===== src/bitmap_page_allocator_macros.svh =====
// Assertion helpers for the page allocator.
`ifndef BITMAP_PAGE_ALLOCATOR_MACROS_SVH
`define BITMAP_PAGE_ALLOCATOR_MACROS_SVH

// Condition must hold in the same cycle as the trigger.
`define BPA_CHECK_NOW(lbl, clk, rst_n, trig, cond) \
    lbl: assert property (@(posedge clk) disable iff (!rst_n) (trig) |-> (cond)) \
        else $error("bpa check failed");

// Condition must hold in the cycle after the trigger.
`define BPA_CHECK_NEXT(lbl, clk, rst_n, trig, cond) \
    lbl: assert property (@(posedge clk) disable iff (!rst_n) (trig) |=> (cond)) \
        else $error("bpa check failed");

`endif


===== src/bpa_find_zero.sv =====
// Lowest clear bit of a map word.
module bpa_find_zero #(
    parameter int WORD_BITS = 32,
    parameter int BIT_W     = 5
) (
    input  logic [WORD_BITS-1:0] word,
    output logic                 found,
    output logic [BIT_W-1:0]     idx
);

    logic [WORD_BITS-1:0] clear_bits;

    assign clear_bits = ~word;
    assign found = |clear_bits;

    always_comb
    begin
        idx = '0;
        for (int i = WORD_BITS - 1; i >= 0; i--)
        begin
            if (clear_bits[i])
            begin
                idx = BIT_W'(i);
            end
        end
    end

endmodule


===== config.mk =====
export PLATFORM = sky130hd
export DESIGN_NAME = bpa_find_zero
export DESIGN_NICKNAME = d
export VERILOG_FILES = /design/src/bitmap_page_allocator_macros.svh /design/src/bpa_find_zero.sv
export SDC_FILE = /design/constraint.sdc
export NUM_CORES = 1
export LEC_CHECK = 0
export BUFFER_PORTS_ARGS = -buffer_cell sky130_fd_sc_hd__buf_2
export CAP_MARGIN = 25
export CELL_PAD_IN_SITES_DETAIL_PLACEMENT = 0
export CELL_PAD_IN_SITES_GLOBAL_PLACEMENT = 1
export CORE_ASPECT_RATIO = 0.75
export CORE_MARGIN = 2
export CORE_UTILIZATION = 21
export DETAILED_ROUTE_END_ITERATION = 10
export PLACE_DENSITY_LB_ADDON = 0.25
export SYNTH_ARGS = -nofsm -noshare
export SYNTH_HDL_FRONTEND = slang
export SYNTH_SLANG_ARGS = --single-unit
export TNS_END_PERCENT = 30

===== constraint.sdc =====
create_clock -name vclk -period 1.4
set_clock_uncertainty 0.1 [all_clocks]
set_input_delay 0.28 -clock vclk [all_inputs]
set_output_delay 0.28 -clock vclk [all_outputs]
set_load 0.01 [all_outputs]

# [Yosys cells after proc, flatten, opt, wreduce, memory -nomap -nowiden]
# Cells that the tools add are included.
[classes] addsub=0 n_mul=0 div_mod_pow=0 magnitude_cmp=0 eq_ne=0 shifts=0 muxes=32 bitwise_logic=1 n_reduce_logical=1
[op_table] operator="$mux 5" count=32
[op_table] operator="$not 32->32" count=1
[op_table] operator="$reduce_or 32->1" count=1
[word_totals] regBits=0 latchBits=0 ram_bits=0 rom_bits=0 in_bits=32 output_inout_bits=6 word_cells=34 n_memories=0

# [Longest topological paths before layout]
[logic_depth] word_depth=33 ltp_mapped=5 depth_no_buf=5

# [Worst setup path after synthesis]
# No wires, ideal clock.
[synth_path] path_kind="input -> output" start="in word[1]" end="out idx[4]" t_arrival_ns=1.087 path_slack_ns=-0.067 cell_stages=3 cell_sequence="nand4_1 > or3_4 > nor4_2"
[synth_via] elab_chain_cells=3
[synth_lines] element="start, declared" line="bpa_find_zero.sv:6" text="input logic [WORD_BITS-1:0] word,"
[synth_lines] element="$not 32->32" line="bpa_find_zero.sv:13" text="assign clear_bits = ~word;"
[synth_lines] element="$mux 5 (2 in a row)" line="bpa_find_zero.sv:21" text="if (clear_bits[i])"
[synth_lines] element="end, declared" line="bpa_find_zero.sv:8" text="output logic [BIT_W-1:0] idx"
# No other way between the ends.

# [Worst setup path in the final report]
[layout_path] start="in word[11]" end="out idx[0]"
[layout_via] elab_chain_cells=13
[layout_lines] element="$not 32->32" line="bpa_find_zero.sv:13"
[layout_lines] element="$mux 5 (12 in a row)" line="bpa_find_zero.sv:21"
# No other way between the ends.

==> key figures <==
Placement
  • Dpl ws: -331 ps
  • IO buf count: 38
  • RePlAce Congestion: 0.801
  • DP Wirelength: 1350 um

Clock tree
  • Hold-fix buffers, CTS: 0

Detailed routing
  • Final wirelength: 1500 um
  • Post-route ant nets: 0
  • DR pass1 iterations: 4
  • Via count: 701
  • First DRT Iteration DRCs: 33
  • DRC viols: 0
  • Wire per inst: 10.3 um
  • Vias per inst: ~4.8

Cells and area
  • Diodes inserted: 0
  • Layout cells sized above 1: 52.0%
  • Seq. cell area: 0 um^2
  • Final Util: ~46%
  • Clkbuf count: 0
  • Final #Nets: roughly 160
  • Area grow syn2layout: 106%
  • FF+latch count: 0

Yosys
  • Seq/Total Area, Yosys: 0%
  • Area contributors post-synth: nand4_1 14%, nand2_1 11%, nand3_1 7.6%
  • Netlist Area Pre-Place: around 390 um^2
  • Synth unique cells: 22
  • Ys Warns: 0
  • Synth Instances: 66
  • Synth Net Count: 98
  • Synth area leader: nand4_1
  • Post-synth top area share: 14.3%
  • Mapped Avg Cell Area: 5.95 um^2

Global route
  • Overall Global Routing Usage: around 14%
  • GR Overflow Total: 0
  • Initial antenna violation count: 0
  • First-pass GRT wire length: 2530 um
  • Pin count of the biggest net entering global routing: 5
  • Vias in the first global route: 593

STA
  • Final setup violation count: 6
  • Achievable Freq: roughly 590 MHz
  • Max-slew violations: 0
  • Rel. slew slack: 79.7%
  • Setup ws final: -291 ps
  • Worst-margin pin slew: roughly 300 ps
  • Minimum clock period after layout: 1690 ps
  • Fin Setup TNS: -1290 ps
  • Final Hold Viols: 0
  • Period utilisation layout: 121%
  • RSZ-0062 raised after global routing: yes

Power and ir drop
  • Pwr/cell area: 223 mW/mm^2
  • Max IR drop VDD: between 0.00009 and 0.0001 V
  • Leakage: 0.391 nW

Floorplan
  • DIE AREA: 0.00224 mm^2
  • Die Y: 41.5 um
  • Std cell rows: 13
  • I/O pin cnt: 38
  • Core Region: about 0.0017 mm^2
  • Starting Density: 22.6%
  • Die X-Extent: 53.9 um

Worst setup path
  • Worst Setup SP: word[11]
  • Worst setup SP type: primary input
  • Setup crit end: idx[0]
  • Data required, critical path: between 1000 and 1500 ps
  • Setup crit end kind: output port
  • Critical Path AT: 1310 ps
  • Critical path peak fanout: 2
  • WS Path Type: in -> out

Run status
  • Outcome: finished, violations left
  • Violated checks: setup timing

Flow run
  • Max-cap violations: 0

Hold path
  • Hold Crit Start: word[2]
  • Worst hold path class: in -> out
-- cell usage after synthesis, drive strengths merged --
library cell,number
a2111oi,1
a211oi,1
a21o,1
a21oi,5
a31oi,4
and4,1
inv,6
nand2,11
nand2b,1
nand3,6
nand3b,2
nand4,9
nor2,4
nor3,2
nor4,1
o2111ai,2
o21ai,5
o21bai,1
o221a,1
or3,2
-- per-stage QoR --
stage          cell area [um^2]  std cells  total power (W)  hold slack (ps)
6_report                    808        145         0.000180              838
5_1_grt                     808        145         0.000198              860
4_1_cts                     787        145         0.000174              841
3_5_place_dp                762        145         0.000166              840
3_3_place_gp                762        145         0.000166              839
2_1_floorplan               402         66        0.0000446              573
-- how the worst min path moves through the flow --
stage,endpoint,slack [ps],cells past startpoint
after floorplan,idx[1],570,2
after global placement,idx[2],840,4
after detailed placement,idx[2],840,4
after CTS,idx[2],840,4
after global routing,idx[2],860,4
final,idx[2],840,4
-- final cells by class --
cell class         instances  area (um^2)
fillers                  180          932
multi-input cells         60          394
repair buffers            57          364
well taps                 22         27.5
inverters                  6         22.5
-- where the power goes --
part / total, W / switching (W) / leakage [nW] / internal, W
sequential: 0 / 0 / 0 / 0
combinational: 0.000180 / 0.0000822 / 0.391 / 0.0000983
clock: 0 / 0 / 0 / 0
-- routing by layer --
| layer | GRT usage, % | wire, um | share of wire (%) |
|---|---|---|---|
| met1 | 23.2 | 754 | 50 |
| met2 | 21.2 | 681 | 45 |
| met3 | 0 | 62 | 4.1 |
| met4 | 0 | 0 | 0 |
| met5 | 0 | 0 | 0 |
-- worst max-delay path: stages --
cell and delay (ps):
buf_2 110, inv_1 50, o21ai_1 60, a21o_1 190
a2111oi_4 280, o221a_2 250, buf_6 90
-- what timing repair did --
item                                    CTS  global route
gates resized for setup                   4             5
pin swaps                                 2             1
endpoints found under the setup margin    6             6
setup buffers                             0             0
-- kinds of logic (layout without fill, tap and decap cells) --
| group | Yosys count | count (layout) | synth area share (%) |
|---|---|---|---|
| AND/OR/NAND/NOR | 39 | 39 | 58.3 |
| buffers and inverters | 6 | 63 | 5.73 |
| AO/OA/AOI/OAI | 21 | 21 | 36.0 |
-- placed cells by master (no fill, tap or decap) --
master and count:
a21oi_1 5, nand2_1 11, buf_6 5, and4_1 1
or3_4 2, nand4_1 9, o221a_2 1, o21ai_1 2
nor3_1 1, nor3_4 1, a21o_1 1, nand3_1 6
a31oi_1 4, buf_2 33, a2111oi_4 1, o21bai_1 1
buf_4 19, nand2b_1 1, nand3b_1 2, o21ai_0 3
nor2_2 1, a211oi_1 1, o2111ai_1 2, nor4_4 1
inv_1 6, nor2_1 3
(Power assumes the default switching activity.)
