==> src/bitmap_page_allocator_macros.svh <==
// Assertion helpers for the page allocator.
`ifndef BITMAP_PAGE_ALLOCATOR_MACROS_SVH
`define BITMAP_PAGE_ALLOCATOR_MACROS_SVH

// Condition must hold in the same cycle as the trigger.
`define BPA_CHECK_NOW(lbl, clk, rst_n, trig, cond) \
    lbl: assert property (@(posedge clk) disable iff (!rst_n) (trig) |-> (cond)) \
        else $error("bpa check failed");

// Condition must hold in the cycle after the trigger.
`define BPA_CHECK_NEXT(lbl, clk, rst_n, trig, cond) \
    lbl: assert property (@(posedge clk) disable iff (!rst_n) (trig) |=> (cond)) \
        else $error("bpa check failed");

`endif

==> src/bpa_init_word.sv <==
// Map word contents after a rebuild: used below used_count and at/above page_total.
module bpa_init_word #(
    parameter int WORD_BITS = 32,
    parameter int BIT_W     = 5,
    parameter int WORD_AW   = 10,
    parameter int CNT_W     = 16
) (
    input  logic [WORD_AW-1:0]   word_addr,
    input  logic [CNT_W-1:0]     used_count,
    input  logic [CNT_W-1:0]     page_total,
    output logic [WORD_BITS-1:0] word
);

    localparam int EXT_W = WORD_AW + BIT_W + 1;

    logic [EXT_W-1:0]     base;
    logic [EXT_W-1:0]     used_ext;
    logic [EXT_W-1:0]     total_ext;
    logic [EXT_W-1:0]     used_diff;
    logic [EXT_W-1:0]     total_diff;
    logic [BIT_W:0]       used_cnt;
    logic [BIT_W:0]       total_cnt;
    logic [WORD_BITS:0]   used_mask;
    logic [WORD_BITS:0]   total_mask;

    assign base      = {1'b0, word_addr, {BIT_W{1'b0}}};
    assign used_ext  = EXT_W'(used_count);
    assign total_ext = EXT_W'(page_total);
    assign used_diff  = used_ext - base;
    assign total_diff = total_ext - base;

    always_comb
    begin
        if (used_ext <= base)
        begin
            used_cnt = '0;
        end
        else if (used_diff >= EXT_W'(WORD_BITS))
        begin
            used_cnt = (BIT_W+1)'(WORD_BITS);
        end
        else
        begin
            used_cnt = used_diff[BIT_W:0];
        end

        if (total_ext <= base)
        begin
            total_cnt = '0;
        end
        else if (total_diff >= EXT_W'(WORD_BITS))
        begin
            total_cnt = (BIT_W+1)'(WORD_BITS);
        end
        else
        begin
            total_cnt = total_diff[BIT_W:0];
        end
    end

    assign used_mask  = ({{WORD_BITS{1'b0}}, 1'b1} << used_cnt) - 1'b1;
    assign total_mask = ({{WORD_BITS{1'b0}}, 1'b1} << total_cnt) - 1'b1;
    assign word = used_mask[WORD_BITS-1:0] | ~total_mask[WORD_BITS-1:0];

endmodule

==> config.mk <==
export PLATFORM = sky130hd
export DESIGN_NAME = bpa_init_word
export DESIGN_NICKNAME = d
export VERILOG_FILES = /design/src/bitmap_page_allocator_macros.svh /design/src/bpa_init_word.sv
export SDC_FILE = /design/constraint.sdc
export NUM_CORES = 1
export LEC_CHECK = 0
export BUFFER_PORTS_ARGS = -buffer_cell sky130_fd_sc_hd__buf_4
export CAP_MARGIN = 40
export CORE_AREA = 4 4 86 88
export DETAILED_ROUTE_END_ITERATION = 10
export DIE_AREA = 0 0 90 92
export GPL_ROUTABILITY_DRIVEN = 0
export MAX_ROUTING_LAYER = met4
export PLACE_DENSITY = 0.79
export SLEW_MARGIN = 25
export SYNTH_ARGS = -nofsm -noshare
export SYNTH_HDL_FRONTEND = slang
export SYNTH_SLANG_ARGS = --single-unit
==> constraint.sdc <==
create_clock -name vclk -period 24.7
set_input_delay 7.41 -clock vclk [all_inputs]
set_output_delay 7.41 -clock vclk [all_outputs]
set_load 0.01 [all_outputs]
Yosys cells after proc, flatten, opt, wreduce, memory -nomap -nowiden
Cells that the tools add are included.

Register bits after elaboration: 0. Bits in latches: 0. Memory bits (writable): 0. Memory bits (read-only): 0. Input bits: 42. Output and inout bits: 32. Word-level logic and storage cells: 16. Memories: 0.

Add/sub/neg operators: 4. Multipliers: 0. Divide/modulo/power cells: 0. $lt $le $gt $ge: 4. Equality and inequality tests: 0. Shift-type cells: 2. Multiplexer cells: 4. Bitwise gates (word level): 2. Reduce and logical (&&, ||, !) cells: 0.

Operators with widths (count): $shl 1x6->32 const A (2); $sub 32x1->32 const B (2); $ge 16x6->1 const B (2); $le 16x15->1 (2); $not 32->32 (1); $or 32x32->32 (1); $sub 16x15->16 (2); $mux 6 (4).

Logic depth before layout (Yosys ltp)
Gate-level depths: netlist (run 1).

Word-level depth: 8. Mapped depth: 19.

Least setup slack after synthesis (run 1)
Ideal clock, no wire load.

Path kind: input-to-output. From: input port word_addr[1]. To: output port word[24]. Data arrival time: 11243 ps. Slack: 6047 ps. Stages: 17. Path through: inv_1 > ha_1 > nor2b_4 > o2111a_2 > o21a_1 > or3_1 > a2111o_1 > or4_1 > buf_6 > nor2_1 > nand2_1 > ha_1 > o41ai_1 > nand4b_1 > a21oi_1 > or4b_1 > a21o_1.

Word-level cells in the longest chain between the ends: 8. Elaborated cells between the ends (all ways): 16. Those cells by class: 4 x add/sub; 4 x order compare; 2 x shift; 4 x mux; 2 x bitwise.

RTL lines: from (decl) (RTL line bpa_init_word.sv:8) `input logic [WORD_AW-1:0] word_addr,`; $sub 16x15->16 (RTL line bpa_init_word.sv:30) `assign total_diff = total_ext - base;`; $ge 16x6->1 (RTL line bpa_init_word.sv:51) `else if (total_diff >= EXT_W'(WORD_BITS))`; $mux 6 (RTL line bpa_init_word.sv:51); $mux 6 (RTL line bpa_init_word.sv:47) `if (total_ext <= base)`; $shl 1x6->32 (RTL line bpa_init_word.sv:62) `assign total_mask = ({{WORD_BITS{1'b0}}, 1'b1} << total_cnt) - 1'b1;`; $sub 32x1->32 (RTL line bpa_init_word.sv:62); $not 32->32 (RTL line bpa_init_word.sv:63) `assign word = used_mask[WORD_BITS-1:0] | ~total_mask[WORD_BITS-1:0];`; $or 32x32->32 (*) (RTL line bpa_init_word.sv:63); to (decl) (RTL line bpa_init_word.sv:11) `output logic [WORD_BITS-1:0] word`.

Mark *: on every way between the ends. The rest lies on a longest branch, timed or not.

Final worst setup path (run 1)
From: input port used_count[5]. To: output port word[24].

Word-level cells in the longest chain between the ends: 7. Elaborated cells between the ends (all ways): 8. Those cells by class: 2 x add/sub; 2 x order compare; 1 x shift; 2 x mux; 1 x bitwise.

RTL lines: from (decl) (RTL line bpa_init_word.sv:9) `input logic [CNT_W-1:0] used_count,`; $sub 16x15->16 (RTL line bpa_init_word.sv:29) `assign used_diff = used_ext - base;`; $ge 16x6->1 (RTL line bpa_init_word.sv:38) `else if (used_diff >= EXT_W'(WORD_BITS))`; $mux 6 (RTL line bpa_init_word.sv:38); $mux 6 (*) (RTL line bpa_init_word.sv:34) `if (used_ext <= base)`; $shl 1x6->32 (*) (RTL line bpa_init_word.sv:61) `assign used_mask = ({{WORD_BITS{1'b0}}, 1'b1} << used_cnt) - 1'b1;`; $sub 32x1->32 (*) (RTL line bpa_init_word.sv:61); $or 32x32->32 (*) (RTL line bpa_init_word.sv:63).

Marks and branches as above.

==> results of run 1 <==
-- worst paths after layout --
path | from | to | slack, ns | depth (start not counted)
max | used_count[5] | word[24] | 5.27 | 21
min | page_total[3] | word[23] | 15.33 | 4
-- power by group --
part,total (W),internal (W),leakage [nW],switching (W)
clock network,0,0,0,0
registers,0,0,0,0
logic,0.0000978,0.0000409,1.53,0.0000570
total,0.0000978,0.0000409,1.53,0.0000570
-- worst min-delay path: stages --
cell	delay, ns
buf_4	0.18
nand2_1	0.10
a211o_1	0.12
buf_4	0.11
-- cells by family (layout without fill, tap and decap cells) --
group,count (synthesis),in the layout,synth area share [%]
AOI/OAI and AO/OA,165,165,37.3
xor gates and xnor gates,22,22,5.88
adders and majority gates,24,24,9.62
buffers and inverters,64,104,10.5
muxes,7,7,2.21
and+or+nand+nor,219,219,34.5
-- through the flow --
stage          util (%)  hold slack (ns)  area (um2)
2_1_floorplan         -            15.07        3280
3_3_place_gp       55.7            15.33        3700
3_5_place_dp       55.8            15.32        3700
4_1_cts            55.8            15.32        3700
5_1_grt            56.0            15.36        3720
6_report           56.0            15.33        3720
-- area by class of cell --
type / instances / area share, %
multi-input cells: 437 / 79.1
repair buffers: 77 / 15.5
inverters: 27 / 2.73
well taps: 80 / 2.69
-- layer usage --
metal  track usage, %  up-vias  part of all wire [%]
li1                 -     1974                     -
met3             3.94       54                    11
met2             42.3      315                    45
met1             34.9     1929                    41
met4             6.76        0                   3.1
met5                -        -                     0
-- synthesized netlist by cell type, types with 7 or more instances --
master	count	share of area, %
clkbuf_1	17	1.9
xnor2_1	12	3.2
inv_1	27	3.1
o211ai_1	12	2.7
nand2_1	58	6.6
nor2_1	39	4.5
a21oi_1	25	3.8
nand3_1	13	2.0
buf_4	7	1.6
a211o_1	9	2.4
ha_1	22	8.4
nand2b_1	7	1.3
a211oi_1	8	1.8
o21ai_0	30	4.6
nand4_1	12	2.3
or3_1	8	1.5
nor3_1	26	4.0
a21o_1	11	2.5
a31oi_1	12	2.3
xor2_1	10	2.7
nor4_1	12	2.3
and3_1	7	1.3
==> run metrics, run 1 <==
Register Area=0 um2; max cap viols=0; die span in x=~90 um; core outline area=around 0.0066 mm2; Worst setup EP type=output port; P_leak=roughly 1.5 nW; Final TNS setup=0 ns; critical path required time=around 17 ns; fin crit share=between 70% and 80%; CP Max Fanout=8; Iter 0 DRT Violations=between 300 and 400; leading cell type in the layout, fill and taps excluded=buf_4; DRC=0; residual overflow from global routing=0; post-DP HPWL=between 8000 and 9000 um; RSZ-0062 raised after global routing=false; Pre-antenna DRT Iters=6; PD cells=roughly 26 mW/mm2; final number of setup-violating endpoints=0; total power=between 0.00009 and 0.0001 W; worst relative slew slack=44.0%; Post CTS Setup Buffer Count=0; largest net degree at the start of global routing=25; Crit-path slowest cell=or4_1; worst setup margin=5.27 ns; Initial Utilization=49.3%; Mean Syn Cell Area=around 6.5 um2; CP arrival=between 10 and 15 ns; # clk buffers=0; status=completed; CTS resizes=0; worst slew pin tran=approximately 0.84 ns; vias in the first global route=around 3800; first-pass GRT wire length=between 15000 and 20000 um; Max stage delay on crit path=a little over 0.6 ns; fin. max-slew vios=0; Place WS=~5.4 ns; YS warnings=0; register area share after synthesis=0%; I/O pin cnt=74; startpoint types=input pin; Total GRT Usage=between 20% and 30%; Die ar.=around 0.0083 mm2; fillers=about 670; overall via count from detail_route=4272; synthesized instance count=501; DP Cell Count=619; CP delay by family, top=simple AND/OR/NAND/NOR gates; Die Span Y=92 um; area grow syn2layout=13.4%; Cell Rows=30; area of the multi-input gates=just under 0.003 mm2; critical path cell sequence=buf_4, inv_1, ha_1, inv_1, fa_1, xor2_1, nor4b_1, o2111a_1, nand2_1, a2111o_1, or4_1, nor2_1, nand2_1, ha_1, o41ai_1, clkbuf_2, nand4b_1, a21oi_1, or4b_1, a21o_1, buf_4; drt total wl=11300 um; antenna cells=0; Final Net Count=just over 600; Port Buffers=74; Yosys cell types=a little under 80; Synth Cell Area=0.00328 mm2; critical path class=in -> out; Final Non-Filler Cells=a little over 600; ANT nets after route=0; most frequent cells in the layout=buf_4, nand2_1, nor2_1; Hold Crit Class=in -> out; WP buf/inv=5; seq_cells=0; layout cells sized above 1=a little under a fifth; Max VDD drop=approximately 0.000012 V; endpoints failing hold=0; wire length per cell=between 15 and 20 um; f_max=a little over 0.05 GHz; syn nets=between 500 and 600; hold bufs inserted after CTS=0; initial antenna violation count=0; final worst path period need=between 15 and 20 ns; vias per cell=~6.9
Power figures use the tool's default switching activity.
==> run 2: changes to the inputs <==
Clock period 24.7 ns to 20.3 ns, I/O delays scaled along.
==> run 2 against run 1 <==
  * Global-route usage is 0.46 points higher
  * Combinational power is 22% higher
  * Cell count stayed put
  * Core utilization stayed put
  * Non-clock buffer count stayed put
  * Sequential share of layout area stayed put
  * Worst hold slack worse by 2.6 ns
  * Largest power group unchanged
==> run metrics, run 2 (same netlist as run 1, synthesis figures left out) <==
ANT nets after route=0; Max stage delay on crit path=0.62 ns; leading cell type in the layout, fill and taps excluded=buf_4; area of the multi-input gates=about 0.003 mm2; Total GRT Usage=roughly 27%; fin. max-slew vios=0; I/O pin cnt=74; area grow syn2layout=13.4%; total power=0.000119 W; Worst Setup SP=used_count[5]; worst relative slew slack=42.7%; f_max=between 0.05 and 0.06 GHz; Die Span Y=approximately 92 um; initial antenna violation count=0; status=completed; first-pass GRT wire length=roughly 19000 um; CP Max Fanout=8; end of the critical path=word[24]; Port Buffers=74; vias in the first global route=~3800; drt total wl=11300 um; Hold Crit Class=in -> out; wire length per cell=18.1 um; final number of setup-violating endpoints=0; fillers=~640; residual overflow from global routing=0; Iter 0 DRT Violations=about 430; DP Cell Count=roughly 620; Initial Utilization=between 40% and 50%; most frequent cells in the layout=buf_4, nand2_1, nor2_1; CP arrival=between 10 and 15 ns; Cell Rows=30; Max VDD drop=between 0.000015 and 0.00002 V; startpoint types=input pin; RSZ-0062 raised after global routing=false; Pre-antenna DRT Iters=6; hold bufs inserted after CTS=0; P_leak=about 1.5 nW; worst setup margin=between 3 and 4 ns; fin crit share=between 80% and 90%; worst slew pin tran=~0.86 ns; Die ar.=just over 0.008 mm2; overall via count from detail_route=4232; Place WS=between 3 and 4 ns; post-DP HPWL=8720 um; DRC=0; endpoints failing hold=0; WP buf/inv=5; WP depth=21; Final Non-Filler Cells=slightly above 600; layout cells sized above 1=18.7%; critical path class=in -> out; critical path cell sequence=buf_4, inv_1, ha_1, inv_1, fa_1, xor2_1, nor4b_1, o2111a_1, nand2_1, a2111o_1, or4_1, nor2_1, nand2_1, ha_1, o41ai_1, clkbuf_2, nand4b_1, a21oi_1, or4b_1, a21o_1, buf_4; antenna cells=0; Final TNS setup=0 ns; Register Area=0 um2; critical path required time=approximately 14 ns; Final Net Count=between 600 and 700; die span in x=about 90 um; Worst setup EP type=output port; CP delay by family, top=simple AND/OR/NAND/NOR gates; vias per cell=a little under 7; PD cells=roughly 32 mW/mm2; final worst path period need=16.93 ns; Crit-path slowest cell=or4_1; seq_cells=0; max cap viols=0; # clk buffers=0; CTS resizes=0; largest net degree at the start of global routing=25; Post CTS Setup Buffer Count=0; core outline area=0.00664 mm2
-- run 2: changes by cell type in the layout (fill, tap and decap cells not counted) --
cell,delta
buf_4,+1
clkbuf_4,-1
-- run 2: layer usage --
layer,wire (um),track usage (%),vias up
li1,-,-,1971
met1,4500,36.4,1878
met2,5070,42.8,321
met3,1320,3.28,62
met4,372,5.99,0
met5,0,-,-
-- run 2: cell type report --
cell class | instances | area share (%)
Timing Repair Buffer | 77 | 15.5
Inverter | 27 | 2.73
Tap cell | 80 | 2.69
Multi-Input combinational cell | 437 | 79.1
-- run 2: worst min path at each step --
stage,from,endpoint,slack [ns],cells past startpoint
floorplan,page_total[2],word[9],12.43,3
global placement,page_total[3],word[23],12.69,4
detailed placement,page_total[3],word[23],12.69,4
CTS,page_total[3],word[23],12.68,4
global route,page_total[3],word[23],12.73,4
finish,page_total[3],word[23],12.70,4
-- run 2: stage by stage --
step           area (um2)  util, %  hold WS (ns)
2_1_floorplan        3280        -         12.43
3_3_place_gp         3700     55.7         12.69
3_5_place_dp         3700     55.8         12.69
4_1_cts              3700     55.8         12.68
5_1_grt              3720     56.0         12.73
6_report             3720     56.0         12.70
-- run 2: power by group --
group / internal, W / total [W] / switching, W
clock network: 0 / 0 / 0
logic: 0.0000498 / 0.000119 / 0.0000696
registers: 0 / 0 / 0
==> run 3: changes to the inputs <==
Settings changed: PLACE_DENSITY 0.79 to 0.82.
Clock period 20.3 ns to 14.4 ns, I/O delays scaled along.
==> run 3 against run 2 <==
  * Die area did not move
  * Via count rose by 1.4%
  * Sequential cell count did not move
  * Non-clock buffer count rose by 3
  * Critical path depth did not move
  * Global-route usage fell by 0.81 points
  * Setup slack got worse by 2.2 ns
  * Core utilization rose by 0.15 points
  * Critical path type unchanged
==> run metrics, run 3 (same netlist as run 1, synthesis figures left out) <==
status=completed; final worst path period need=approximately 13 ns; Register Area=0 um2; die span in x=~90 um; seq_cells=0; first-pass GRT wire length=18100 um; Final Net Count=just over 600; P_leak=1.53 nW; worst slew pin tran=between 0.7 and 0.8 ns; vias per cell=between 6 and 7; Worst setup EP type=output port; final number of setup-violating endpoints=0; antenna cells=0; largest net degree at the start of global routing=25; worst relative slew slack=between 50% and 60%; Iter 0 DRT Violations=between 500 and 600; RSZ-0062 raised after global routing=false; I/O pin cnt=74; core outline area=approximately 0.0066 mm2; ANT nets after route=0; endpoints failing hold=0; post-DP HPWL=8770 um; Hold Crit Class=in -> out; wire length per cell=between 15 and 20 um; hold bufs inserted after CTS=0; residual overflow from global routing=0; fin crit share=91.8%; fin. max-slew vios=0; critical path required time=approximately 10 ns; layout cells sized above 1=about a fifth; Max VDD drop=roughly 0.000019 V; Total GRT Usage=between 20% and 30%; max cap viols=0; Post CTS Setup Buffer Count=0; area grow syn2layout=13.7%; startpoint types=input pin; f_max=0.0756 GHz; CP Max Fanout=8; most frequent cells in the layout=buf_4, nand2_1, nor2_1; CP arrival=8.90 ns; initial antenna violation count=0; Port Buffers=74; # clk buffers=0; vias in the first global route=around 3800; overall via count from detail_route=4290; Die ar.=between 0.008 and 0.009 mm2; Final TNS setup=0 ns; leading cell type in the layout, fill and taps excluded=buf_4; DRC=0; PD cells=approximately 45 mW/mm2; critical path class=in -> out; Initial Utilization=around half; drt total wl=11300 um; CTS resizes=0; Pre-antenna DRT Iters=8; Cell Rows=30; Die Span Y=92 um; Hold Worst Slack=9.19 ns
run 3: cell types whose count changed in the layout (fill, tap and decap cells not counted), sizes merged:
cell | before | now
buf | 76 | 79
run 3: worst max-delay path, stage by stage:
cell	delay [ns]
buf_4	0.11
inv_1	0.05
ha_1	0.21
inv_1	0.07
fa_1	0.42
xor2_1	0.18
nor4b_1	0.34
o2111a_1	0.27
nand2_1	0.07
a2111o_1	0.30
or4_1	0.60
nor2_1	0.21
nand2_1	0.08
ha_1	0.30
o41ai_1	0.10
clkbuf_2	0.21
nand4b_1	0.16
a21oi_1	0.09
or4b_1	0.52
a21o_1	0.16
buf_4	0.13
run 3: final cells by class:
cell class                      instances  area [um2]
Fill cell                             612        2920
Tap cell                               80         100
Timing Repair Buffer                   80         592
Multi-Input combinational cell        437        2930
Inverter                               27         101
run 3: path summary, 6_finish.rpt:
check	slack, ns	depth (start not counted)	endpoint	startpoint
max	1.18	21	word[24]	used_count[5]
min	9.19	4	word[23]	page_total[3]
run 3: per-layer routing:
layer	wire length, um	up-vias	GRT usage, %
met3	1320	56	3.12
met4	397	0	7.27
met2	5160	316	42.1
met1	4440	1938	34.3
li1	-	1980	-
met5	0	-	-
run 3: per-stage QoR:
step                util [%]  cell area [um2]  setup WS [ns]  instances  total power [W]
floorplan                  -             3280           1.93        501         0.000113
global placement        55.8             3710           1.46        620         0.000159
detailed placement      55.8             3710           1.29        621         0.000161
CTS                     55.8             3710           1.26        621         0.000162
global route            56.1             3730          0.886        624         0.000181
finish                  56.1             3730           1.18        624         0.000168
run 3: report_power, final:
part	switching [W]	total (W)	internal, W
clock network	0	0	0
registers	0	0	0
logic	0.0000971	0.000168	0.0000704
total	0.0000971	0.000168	0.0000704
